`config.mk`:
```
export PLATFORM = sky130hd
export DESIGN_NAME = hds_ctrl
export DESIGN_NICKNAME = d
export VERILOG_FILES = /design/src/design/hds_pkg.sv /design/src/design/hds_ctrl.sv
export SDC_FILE = /design/constraint.sdc
export NUM_CORES = 1
export LEC_CHECK = 0
export BUFFER_PORTS_ARGS = -buffer_cell sky130_fd_sc_hd__clkbuf_2
export CAP_MARGIN = 20
export CELL_PAD_IN_SITES_DETAIL_PLACEMENT = 0
export CELL_PAD_IN_SITES_GLOBAL_PLACEMENT = 1
export CORE_UTILIZATION = 39
export CTS_CLUSTER_DIAMETER = 40
export CTS_CLUSTER_SIZE = 24
export DETAILED_ROUTE_END_ITERATION = 12
export HOLD_SLACK_MARGIN = 0.02
export PLACE_DENSITY_LB_ADDON = 0.3
export RECOVER_POWER = 100
export SLEW_MARGIN = 20
export SYNTH_ARGS = -nofsm -noshare
export SYNTH_HDL_FRONTEND = slang
export SYNTH_SLANG_ARGS = --single-unit
export TNS_END_PERCENT = 1
```
`constraint.sdc`:
```
create_clock -name clk -period 4.7 [get_ports clk]
set_clock_uncertainty 0.15 [all_clocks]
set_input_delay 0.235 -clock clk [delete_from_list [all_inputs] [get_ports clk]]
set_output_delay 0.235 -clock clk [all_outputs]
set_load 0.01 [all_outputs]
```
`src/design/hds_pkg.sv`:
```
// Shared types and constants for the 1-D heat diffusion step unit.
// Holds cell store sizing, field widths, mode and register codes, and the
// command/status structs between controller and datapath. No dependencies.
`timescale 1ns / 1ps

package hds_pkg;

  localparam int MAX_CELLS = 1024;
  localparam int ADDR_W    = $clog2(MAX_CELLS);
  localparam int LEN_W     = 11;
  localparam int GAIN_W    = 15;
  localparam int VALUE_W   = 32;
  localparam int MODE_W    = 2;

  localparam int S_TDATA_W = 48;
  localparam int S_TUSER_W = MODE_W;
  localparam int M_TDATA_W = VALUE_W;
  localparam int CFG_IDX_W = 1;
  localparam int CFG_DATA_W = GAIN_W;

  localparam logic [GAIN_W-1:0] GAIN_RESET  = GAIN_W'(655);
  localparam logic [LEN_W-1:0]  CELLS_RESET = LEN_W'(MAX_CELLS);
  localparam logic [LEN_W-1:0]  MIN_STEP_LEN = LEN_W'(3);

  localparam logic [MODE_W-1:0] MODE_WRITE = 2'd0;
  localparam logic [MODE_W-1:0] MODE_STEP  = 2'd1;
  localparam logic [MODE_W-1:0] MODE_READ  = 2'd2;

  localparam logic [CFG_IDX_W-1:0] REG_GAIN  = 1'b0;
  localparam logic [CFG_IDX_W-1:0] REG_CELLS = 1'b1;

  typedef struct packed {
    logic              take_item;
    logic              item_wr;
    logic              item_rd;
    logic              step_rd;
    logic              clear_wr;
    logic [ADDR_W-1:0] addr;
    logic              load_result;
  } hds_cmd_t;

  typedef struct packed {
    logic [MODE_W-1:0] mode;
    logic              idx_ok;
    logic              step_ok;
    logic [LEN_W-1:0]  line_len;
    logic              pipe_busy;
    logic              out_free;
  } hds_status_t;

endpackage

```
`src/design/hds_ctrl.sv`:
```
// Controller for the heat diffusion step unit: clear sweep after reset,
// item decode and the read walk of a time step. Depends on hds_pkg.
`timescale 1ns / 1ps

module hds_ctrl (
  input  logic                clk,
  input  logic                rst,
  input  logic                s_tvalid,
  output logic                s_tready,
  output hds_pkg::hds_cmd_t   cmd,
  input  hds_pkg::hds_status_t status
);
  import hds_pkg::*;

  localparam logic [2:0] ST_CLEAR   = 3'd0;
  localparam logic [2:0] ST_IDLE    = 3'd1;
  localparam logic [2:0] ST_EXEC    = 3'd2;
  localparam logic [2:0] ST_STEP_RD = 3'd3;
  localparam logic [2:0] ST_DRAIN   = 3'd4;
  localparam logic [2:0] ST_FINISH  = 3'd5;

  logic [2:0]        state, state_next;
  logic [ADDR_W-1:0] cnt, cnt_next;
  logic              last_cell;

  assign s_tready  = (state == ST_IDLE);
  assign last_cell = ({1'b0, cnt} == (status.line_len - LEN_W'(1)));

  always_comb begin
    state_next = state;
    cnt_next   = cnt;
    cmd        = '0;
    cmd.addr   = cnt;
    case (state)
      ST_CLEAR: begin
        cmd.clear_wr = 1'b1;
        if (cnt == ADDR_W'(MAX_CELLS - 1)) begin
          state_next = ST_IDLE;
          cnt_next   = '0;
        end else begin
          cnt_next = cnt + ADDR_W'(1);
        end
      end
      ST_IDLE: begin
        cnt_next = '0;
        if (s_tvalid) begin
          cmd.take_item = 1'b1;
          state_next    = ST_EXEC;
        end
      end
      ST_EXEC: begin
        state_next = ST_FINISH;
        case (status.mode)
          MODE_WRITE: cmd.item_wr = status.idx_ok;
          MODE_READ:  cmd.item_rd = status.idx_ok;
          MODE_STEP: begin
            if (status.step_ok) state_next = ST_STEP_RD;
          end
          default: ;
        endcase
      end
      ST_STEP_RD: begin
        // stream old values out one cell a cycle; writes trail behind through the window, lap and product registers
        cmd.step_rd = 1'b1;
        if (last_cell) begin
          state_next = ST_DRAIN;
        end else begin
          cnt_next = cnt + ADDR_W'(1);
        end
      end
      ST_DRAIN: begin
        if (!status.pipe_busy) state_next = ST_FINISH;
      end
      ST_FINISH: begin
        if (status.out_free) begin
          cmd.load_result = 1'b1;
          state_next      = ST_IDLE;
        end
      end
      default: state_next = ST_IDLE;
    endcase
  end

  always_ff @(posedge clk) begin
    if (rst) begin
      state <= ST_CLEAR;
      cnt   <= '0;
    end else begin
      state <= state_next;
      cnt   <= cnt_next;
    end
  end

endmodule

```
==> qor.yml <==
synthesis:
  synthCells: 160
  synthDominantCellAreaShare_pct: 21.22
  synth-main-ff-cell: "dfxtp_1"
  yosys.area.top_type: "dfxtp_1"
  synth_area_leaders: "dfxtp_1, o32ai_2, nor2_1"
  ys_seq_area_share_pct: 21.22
  ys_ff_latch: 13
  syn_nets: 182
  synth.avg_cell_area_um2: 7.664
  yosysWarnings: 0
  syn-cell-area_mm2: 0.001226
  synthArstFlopShare_pct: 0
  ys_types: 49
  ys_top_cells_by_count: "nor2_1, dfxtp_1, inv_1"
  synth_edf_count: 0
  yosysMostFrequentCell: "nor2_1"
worst_setup_path:
  start_kind: "input pin"
  critPathBufInv: 2
  rrSetupSlack_ns: 1.43
  crit_slowest_cell: "o41ai_2"
  cp.arrival_ns: 3.62
  cp_max_fo: 11
  endpoint_kind: "register"
  path_common_cell: "o41ai_1"
  critPathKind: "in2reg"
  cpPeakStageDelay_ns: 0.85
  path_cells: "clkbuf_1 -> inv_1 -> ha_1 -> or3b_1 -> o41ai_1 -> o41ai_1 -> or4_1 -> o41ai_2 -> nand2b_1 -> o32ai_1"
  crit_required_ns: 4.72
  critPathTopFamily: "compound AO/OA/AOI/OAI gates"
min_path:
  hold_path.class: "in2reg"
floorplan:
  coreArea_mm2: 0.002877
  io_pins: 37
  start_util_pct: 42.63
  die_h_um: 58.07
  dieArea_mm2: 0.003372
  die_x_um: 58.07
  num_rows: 19
timing:
  slew_violations: 0
  max_slew_margin_pct: 29.51
  setup_tns_ns: 0
  grt_setup_unrepaired: "false"
  clock.fmax_ghz: 0.2778
  hold_viol_final: 0
  worstMarginPinSlew_ns: 1.046
  fin_crit_ns: 3.600
  setup_violations: 0
  fin_crit_sh_pct: 76.59
grt:
  grt_start_max_net_pins: 20
  grtUsageTotal_pct: 19.93
  grt_pass1_vias: 1175
  antenna_found_initial: 0
  overflow: 0
  grt_pass1_wl_mm: 5.216
drt:
  final_antenna_net_count: 0
  via_count: 1303
  wl_mm: 3.150
  wl_per_cell_um: 13.35
  firstDrtPassIters: 8
  drtIter0Drc: 56
  via_per_inst: 5.521
  drcViolationCount: 2
final_layout:
  syn_to_final_growth_pct: 14.49
  fin_util_pct: 48.80
  drive_above_1_share_pct: 14.95
  final_nets: 217
  fill_cells: 300
  diodes: 0
run:
  max_cap_violations: 0
run_status:
  violations: "design-rule violations"
  outcome: "finished, violations left"
power_and_ir_drop:
  peakVddDrop_mv: 0.2187
  leakage_nw: 0.5031
  power-per-cell-area_mw_per_mm2: 310.1
cts:
  clockBufferDepth: 2
  root_buffer: "clkbuf_4"
  clock_sinks: 13
  cts_resized: 0
  cts_buffers: 3
  cts_max_level: 1
  postCtsSetupBuffers: 0
  postCtsHoldBufs: 0
  cts_tree: "built"
  cts.clk_slew.worst_paths_ns: 0.08
  clk_latency_ns: 0.29
placement:
  portBuffers: 36
  dp_hpwl_mm: 2.425
  finalWeightedCongestion: 0.8601
## stage by stage
step	instances	cell area, um2	hold slack (ns)	setup WS [ns]	power, mW
6_report	236	1404	0.1686	1.100	0.4354
5_1_grt	236	1404	0.2259	0.7884	0.4736
4_1_cts	236	1454	0.1781	1.400	0.4459
3_5_place_dp	232	1428	0.4189	1.125	0.3745
3_3_place_gp	232	1428	0.4136	1.176	0.3707
2_1_floorplan	160	1226	0.3455	1.861	0.3076
## metal layers
layer  wire, um  GRT usage (%)
met1       1548          27.79
met2       1422          31.86
met3        134          2.009
met4         45          7.143
met5          0              0
## worst register-to-register path: cells and delay by family, from the launching register on
family | cells | cell delay, ns
AOI/OAI and AO/OA | 4 | 1.38
and+or+nand+nor | 3 | 1.10
DFF | 1 | 0.51
## worst paths after layout
kind	start	to	cells after the start
worst max-delay path	status[2]	cnt[5]	10
worst min-delay path	status[1]	state[2]	3
worst max register to register	cnt[5]	cnt[5]	7
worst min register to register	state[1]	cnt[8]	2
## flip-flops by register name, indices dropped and copies added (netlist names)
name   count
cnt       10
state      3
## logic make-up (layout without fill, tap and decap cells)
| group | after synthesis | after routing | synth area share (%) |
|---|---|---|---|
| adders and majority gates | 2 | 2 | 2.040 |
| DFF | 13 | 13 | 21.22 |
| muxes | 1 | 1 | 0.8164 |
| xor gates and xnor gates | 12 | 12 | 8.571 |
| AOI/OAI and AO/OA | 45 | 45 | 31.23 |
| buffers and inverters | 19 | 53 | 6.529 |
| and+or+nand+nor | 68 | 68 | 29.59 |
## placed cells by master (no fill, tap or decap), drive strengths merged, types with 5 or more instances in the layout
cell | synthesis | layout
nand2 | 11 | 11
inv | 12 | 12
nand3 | 5 | 5
xor2 | 6 | 6
dfxtp | 13 | 13
nor3 | 11 | 11
xnor2 | 6 | 6
nor2 | 16 | 16
clkbuf | 3 | 40
a21oi | 9 | 9
o41ai | 8 | 8
o21ai | 7 | 7
## power by group
group / internal (mW) / leakage (nW) / switching (mW) / total [mW]
Clock: 0.0330 / 0.0150 / 0.0391 / 0.0721
Sequential: 0.126 / 0.105 / 0.0292 / 0.156
Combinational: 0.0803 / 0.383 / 0.127 / 0.208
## final cells by class
cell class	count	area [um2]	share of cell area (%)
multi-input combinational	128	858.3	61.14
clock buffer	4	26.28	1.872
timing repair buffer	36	157.7	11.23
sequential	13	260.3	18.54
inverter	13	48.80	3.476
tap	42	52.55	3.743
No activity file was read; power rests on OpenSTA's default activity.
